**src/rtl/direct_mapped_cache_miss_classifier_assert.svh**
```systemverilog
// Assertion macros for the cache miss classifier; clk and rst_n must be in scope.
`ifndef DIRECT_MAPPED_CACHE_MISS_CLASSIFIER_ASSERT_SVH
`define DIRECT_MAPPED_CACHE_MISS_CLASSIFIER_ASSERT_SVH

// Property that holds at every edge out of reset.
`define DMC_ASSERT(label, prop, msg) \
    label: assert property (@(posedge clk) disable iff (!rst_n) (prop)) else $error(msg);

// Antecedent in one cycle implies consequent in the next.
`define DMC_ASSERT_NEXT(label, ante, cons, msg) \
    label: assert property (@(posedge clk) disable iff (!rst_n) (ante) |=> (cons)) \
        else $error(msg);

`endif

```
**src/rtl/dmc_pkg.sv**
```systemverilog
`default_nettype none

package dmc_pkg;

    localparam int DMC_MAX_SETS = 1024;

    localparam int ADDR_W     = 32;
    localparam int TAG_W      = 32;
    localparam int SET_OUT_W  = 10;
    localparam int OFFSET_W   = 5;
    localparam int INDEX_W    = 4;
    localparam int CFG_DATA_W = 5;
    localparam int CFG_IDX_W  = 2;

    localparam logic [CFG_IDX_W-1:0] REG_OFFSET_BITS = 2'd0;
    localparam logic [CFG_IDX_W-1:0] REG_INDEX_BITS  = 2'd1;

    localparam logic [OFFSET_W-1:0] OFFSET_RESET = 5'd2;
    localparam logic [INDEX_W-1:0]  INDEX_RESET  = 4'd8;

    typedef enum logic [1:0] {
        OUT_HIT,
        OUT_COMPULSORY,
        OUT_CONFLICT,
        OUT_CAPACITY
    } outcome_t;

    typedef enum logic [1:0] {
        ST_CLEAR,
        ST_IDLE,
        ST_UPDATE
    } state_t;

    typedef struct packed {
        logic clear_wr;
        logic lookup;
        logic update;
    } ctrl_cmd_t;

    typedef struct packed {
        logic clear_last;
        logic out_stall;
    } dp_status_t;

endpackage

`default_nettype wire

```
**src/rtl/dmc_ctrl.sv**
```systemverilog
`default_nettype none

`include "direct_mapped_cache_miss_classifier_assert.svh"

module dmc_ctrl
    import dmc_pkg::*;
(
    input  wire logic       clk,
    input  wire logic       rst_n,
    input  wire logic       in_valid,
    output logic            in_ready,
    input  wire dp_status_t status,
    output ctrl_cmd_t       cmd
);

    state_t state_reg;
    state_t state_next;

    always_ff @(posedge clk or negedge rst_n)
    begin
        if (!rst_n)
        begin
            state_reg <= ST_CLEAR;
        end
        else
        begin
            state_reg <= state_next;
        end
    end

    always_comb
    begin
        state_next = state_reg;
        unique case (state_reg)
            ST_CLEAR:
            begin
                if (status.clear_last)
                begin
                    state_next = ST_IDLE;
                end
            end
            ST_IDLE:
            begin
                if (in_valid)
                begin
                    state_next = ST_UPDATE;
                end
            end
            ST_UPDATE:
            begin
                if (!status.out_stall)
                begin
                    state_next = ST_IDLE;
                end
            end
            default:
            begin
                state_next = ST_CLEAR;
            end
        endcase
    end

    always_comb
    begin
        cmd      = '0;
        in_ready = 1'b0;
        unique case (state_reg)
            ST_CLEAR:
            begin
                cmd.clear_wr = 1'b1;
            end
            ST_IDLE:
            begin
                in_ready   = 1'b1;
                cmd.lookup = in_valid;
            end
            ST_UPDATE:
            begin
                cmd.update = !status.out_stall;
            end
            default:
            begin
                cmd = '0;
            end
        endcase
    end

    `DMC_ASSERT_NEXT(a_accept_to_update, in_valid && in_ready, state_reg == ST_UPDATE, "item accepted but no update follows")
    `DMC_ASSERT(a_no_accept_in_clear, !(state_reg == ST_CLEAR && cmd.lookup), "lookup during clearing pass")
    `DMC_ASSERT_NEXT(a_stall_holds, state_reg == ST_UPDATE && status.out_stall, state_reg == ST_UPDATE, "update left while output stalled")

endmodule

`default_nettype wire

```
**config.mk**
```make
export PLATFORM = sky130hd
export DESIGN_NAME = dmc_ctrl
export DESIGN_NICKNAME = d
export VERILOG_FILES = /design/src/rtl/dmc_pkg.sv /design/src/rtl/dmc_ctrl.sv
export VERILOG_INCLUDE_DIRS = /design/src /design/src/rtl
export SDC_FILE = /design/constraint.sdc
export NUM_CORES = 1
export LEC_CHECK = 0
export ABC_AREA = 1
export BUFFER_PORTS_ARGS = -buffer_cell sky130_fd_sc_hd__buf_2
export CAP_MARGIN = 20
export CORE_AREA = 2 2 39 41
export CTS_CLUSTER_SIZE = 8
export DETAILED_ROUTE_END_ITERATION = 10
export DIE_AREA = 0 0 41 43
export GPL_TIMING_DRIVEN = 0
export HOLD_SLACK_MARGIN = 0.15
export PLACE_DENSITY = 0.32
export SLEW_MARGIN = 20
export SYNTH_ARGS = -nofsm -noshare
export SYNTH_HDL_FRONTEND = slang
export SYNTH_SLANG_ARGS = --single-unit
```
**constraint.sdc**
```tcl
create_clock -name clk -period 0.9 [get_ports clk]
set_input_delay 0.09 -clock clk [delete_from_list [all_inputs] [get_ports clk]]
set_output_delay 0.09 -clock clk [all_outputs]
set_load 0.01 [all_outputs]
```
==> flow_metrics.tcl <==
set metrics [dict create \
    run_status "finished with violations" \
    failed_checks "setup timing" \
    mappedNetlistArea_sq_um 121 \
    p_per_area_mw_per_mm2 3320 \
    hold_path_class "primary input to flop" \
    timing.max_slew.rel_slack_pct 89.6 \
    die-height_microns 43 \
    max_fclk_ghz 0.959 \
    design_power_total_mw 0.860 \
    r2r.worst_path.cells 5 \
    antenna_cells_inserted 0 \
    hold_violations 0 \
    die_w_microns 41 \
    setup_violations 5 \
    drt_iter0_markers 2 \
    synth_nets 22 \
    holdCritStartpoint "in_valid" \
    clock_insertion_delay_worst_skew_ns 0.22 \
    reg2reg_to "state_reg[0]$_DFFE_PN0P_" \
    crit_path_max_fanout 3 \
    seq_area_frac_synth_pct 41.2 \
    ant_nets 0 \
    grt_start_max_net_pins 6 \
    crit_path_max_incr_delay_ns 0.37 \
    dp_hpwl_microns 244 \
    unrepaired_setup_endpoints_after_global_routing "true" \
    post-synth-top-area-cell "sky130_fd_sc_hd__dfrtp_1" \
    netlist-cell-type-count 11 \
    die_area_sq_mm 0.00176 \
    numCtsBuffers 3 \
    grt_overflow_total 0 \
    timing.final.max_slew_violations 0 \
    cts_tree "built" \
    h-tree-depth 1 \
    final_estimated_routing_congestion_in_global_placement 0.626 \
    crit_arrival_ns 0.95 \
    grt_antenna_before_repair 0 \
    ff2ff_setup_slack_ns -0.01 \
    placement.io_buffers 8 \
    synth_ff_type "sky130_fd_sc_hd__dfrtp_1" \
    syn_avg_cell_area_sq_um 7.14 \
    worst_setup_path_end_kind "primary output" \
    vias_per_cell 3.29 \
    ioPinCount 9 \
    critPathKind "flop to primary output" \
    setup_tns_ns -0.554 \
    finalNonFillerCells 48 \
    final_period_minus_worst_setup_slack_ns 1.04 \
    leakagePower_nw 0.138 \
    dp_cells 41 \
    wire_per_inst_microns 7.56 \
    footprint_of_the_multi_input_gates_sq_um 65.1 \
    post-synth-top-count-cell "sky130_fd_sc_hd__inv_1" \
    power.ir.vdd_worst_v 0.000685 \
    regToRegStartpoint "state_reg[1]$_DFFE_PN0P_" \
    nNetsFinal 39 \
    global_route_wire_length_before_repair_microns 579 \
    routed_wl_microns 363 \
    clkTransAtPathRegs_ns 0.03 \
    min_delay_path_depth 3 \
    cp_cell_sequence "inv_2 -> nand2_2 -> nor2_1 -> buf_2" \
    final_min_period_over_clock_period_pct 116 \
    fill_cells 163 \
    yosys-top-cells-count "sky130_fd_sc_hd__inv_1, sky130_fd_sc_hd__nand2_1, sky130_fd_sc_hd__dfrtp_1" \
    final_hold_slack_ns 0.151 \
    total_vias_in_the_final_route 158 \
    timing.clock.skew_ns 0.000167 \
    cp_slowest_cell "sky130_fd_sc_hd__dfrtp_1" \
    post_synth_main_area_contributors "sky130_fd_sc_hd__dfrtp_1, sky130_fd_sc_hd__inv_1, sky130_fd_sc_hd__nand2_1" \
    clk_path_buf_depth 2 \
    drcViolationCount 0 \
    timing.final.ws_setup_ns -0.143 \
    max_cap_viol_count 0 \
    area.sequential_sq_um 51.3 \
    core_region_sq_mm 0.00138 \
    synth_seq_cells 2 \
    start_util_pct 8.77 \
    number_of_search_and_repair_iterations_in_the_first_detailed_routing_pass 2 \
    cts_sinks 2 \
    synth.top_cell.area_share_pct 41.2 \
    hold-path-endpoint "state_reg[1]$_DFFE_PN0P_" \
    grt_usage_pct 5.72 \
    grt_pass1_vias 154 \
    cp_data_required_time_ns 0.81 \
    syn2layout_area_growth_pct 113 \
    largest_register_ffs 2 \
    postSynthCellCount 17 \
    worst_slew_pin_slew_ns 0.156 \
    synth_edf_count 0 \
    yosys_warnings 0 \
    placementRows 14 \
    root_buffer "sky130_fd_sc_hd__clkbuf_4" \
    synth_async_sr_flop_share_pct 100 \
    startpoint_type "flop" \
    layout-drive-gt1-share_pct 62.5 \
]
-- power breakdown --
part / leakage (nW) / total (mW) / switching, mW / internal (mW)
sequential: 0.0238 / 0.207 / 0.0673 / 0.140
clock: 0.0138 / 0.200 / 0.0527 / 0.147
combinational: 0.101 / 0.453 / 0.221 / 0.232
-- logic make-up (layout without fill, tap and decap cells) --
family	Yosys count	after routing	share of synthesized area (%)
compound gates	1	1	4.12
simple gates	9	9	39.2
buf+inv	5	20	15.5
flops	2	2	41.2
-- placed cells by master, fill, tap and decap left out --
cell,instances
sky130_fd_sc_hd__buf_4,2
sky130_fd_sc_hd__o21ai_1,1
sky130_fd_sc_hd__nand2_1,2
sky130_fd_sc_hd__nand2_2,1
sky130_fd_sc_hd__clkbuf_4,3
sky130_fd_sc_hd__nand3_1,1
sky130_fd_sc_hd__buf_6,1
sky130_fd_sc_hd__dlygate4sd3_1,2
sky130_fd_sc_hd__dfrtp_2,1
sky130_fd_sc_hd__dfrtp_1,1
sky130_fd_sc_hd__inv_1,3
sky130_fd_sc_hd__nand4_1,1
sky130_fd_sc_hd__inv_2,2
sky130_fd_sc_hd__nand3_2,1
sky130_fd_sc_hd__nor2_4,1
sky130_fd_sc_hd__nor3_2,1
sky130_fd_sc_hd__buf_2,7
sky130_fd_sc_hd__nor2_1,1
-- routing by layer --
layer  vias up  GRT usage (%)  wire length, microns
li1         84              -                     -
met1        61           6.43                   155
met2        11           5.94                   147
met3         2           3.14                    49
met4         0           8.00                    11
met5         -              0                     0
-- metrics by stage --
| step | instance area, sq um | util [%] | worst slack (ns) |
|---|---|---|---|
| final | 259 | 18.7 | -0.143 |
| after global routing | 259 | 18.7 | -0.185 |
| after CTS | 251 | 18.2 | -0.154 |
| after detailed placement | 181 | 13.1 | 0.00961 |
| after global placement | 181 | 13.1 | -0.00319 |
| after floorplan | 121 | - | 0.0153 |
-- how the worst max path moves through the flow --
| stage | end | slack (ns) | from |
|---|---|---|---|
| CTS | cmd[1] | -0.15 | state_reg[0]$_DFFE_PN0P_ |
| finish | cmd[1] | -0.14 | state_reg[1]$_DFFE_PN0P_ |
| global route | cmd[1] | -0.19 | state_reg[1]$_DFFE_PN0P_ |
| detailed placement | cmd[1] | 0.01 | state_reg[1]$_DFFE_PN0P_ |
| floorplan | state_reg[0]$_DFFE_PN0P_ | 0.02 | state_reg[0]$_DFFE_PN0P_ |
| global placement | cmd[1] | -0.003 | state_reg[1]$_DFFE_PN0P_ |
-- what timing repair did --
item | CTS | global route
hold buffers | 2 | 0
endpoints found under the hold margin | 3 | 0
pin swaps | 1 | 0
resized for setup | 6 | 0
buffers inserted | 1 | 1
gates cloned | 0 | 0
endpoints found under the setup margin | 4 | 5
-- cell type report --
type / instances / share of cell area (%)
tap: 16 / 7.73
inverter: 5 / 7.25
clock buffer: 3 / 8.70
sequential: 2 / 19.8
multi-input combinational: 10 / 25.1
timing repair buffer: 12 / 31.4
-- critical path: cells and delay by family (launching register included) --
kind | cells | cell delay [ns]
buffers and inverters | 2 | 0.22
AND/OR/NAND/NOR | 2 | 0.14
flip-flops | 1 | 0.37
(Power assumes the default switching activity.)
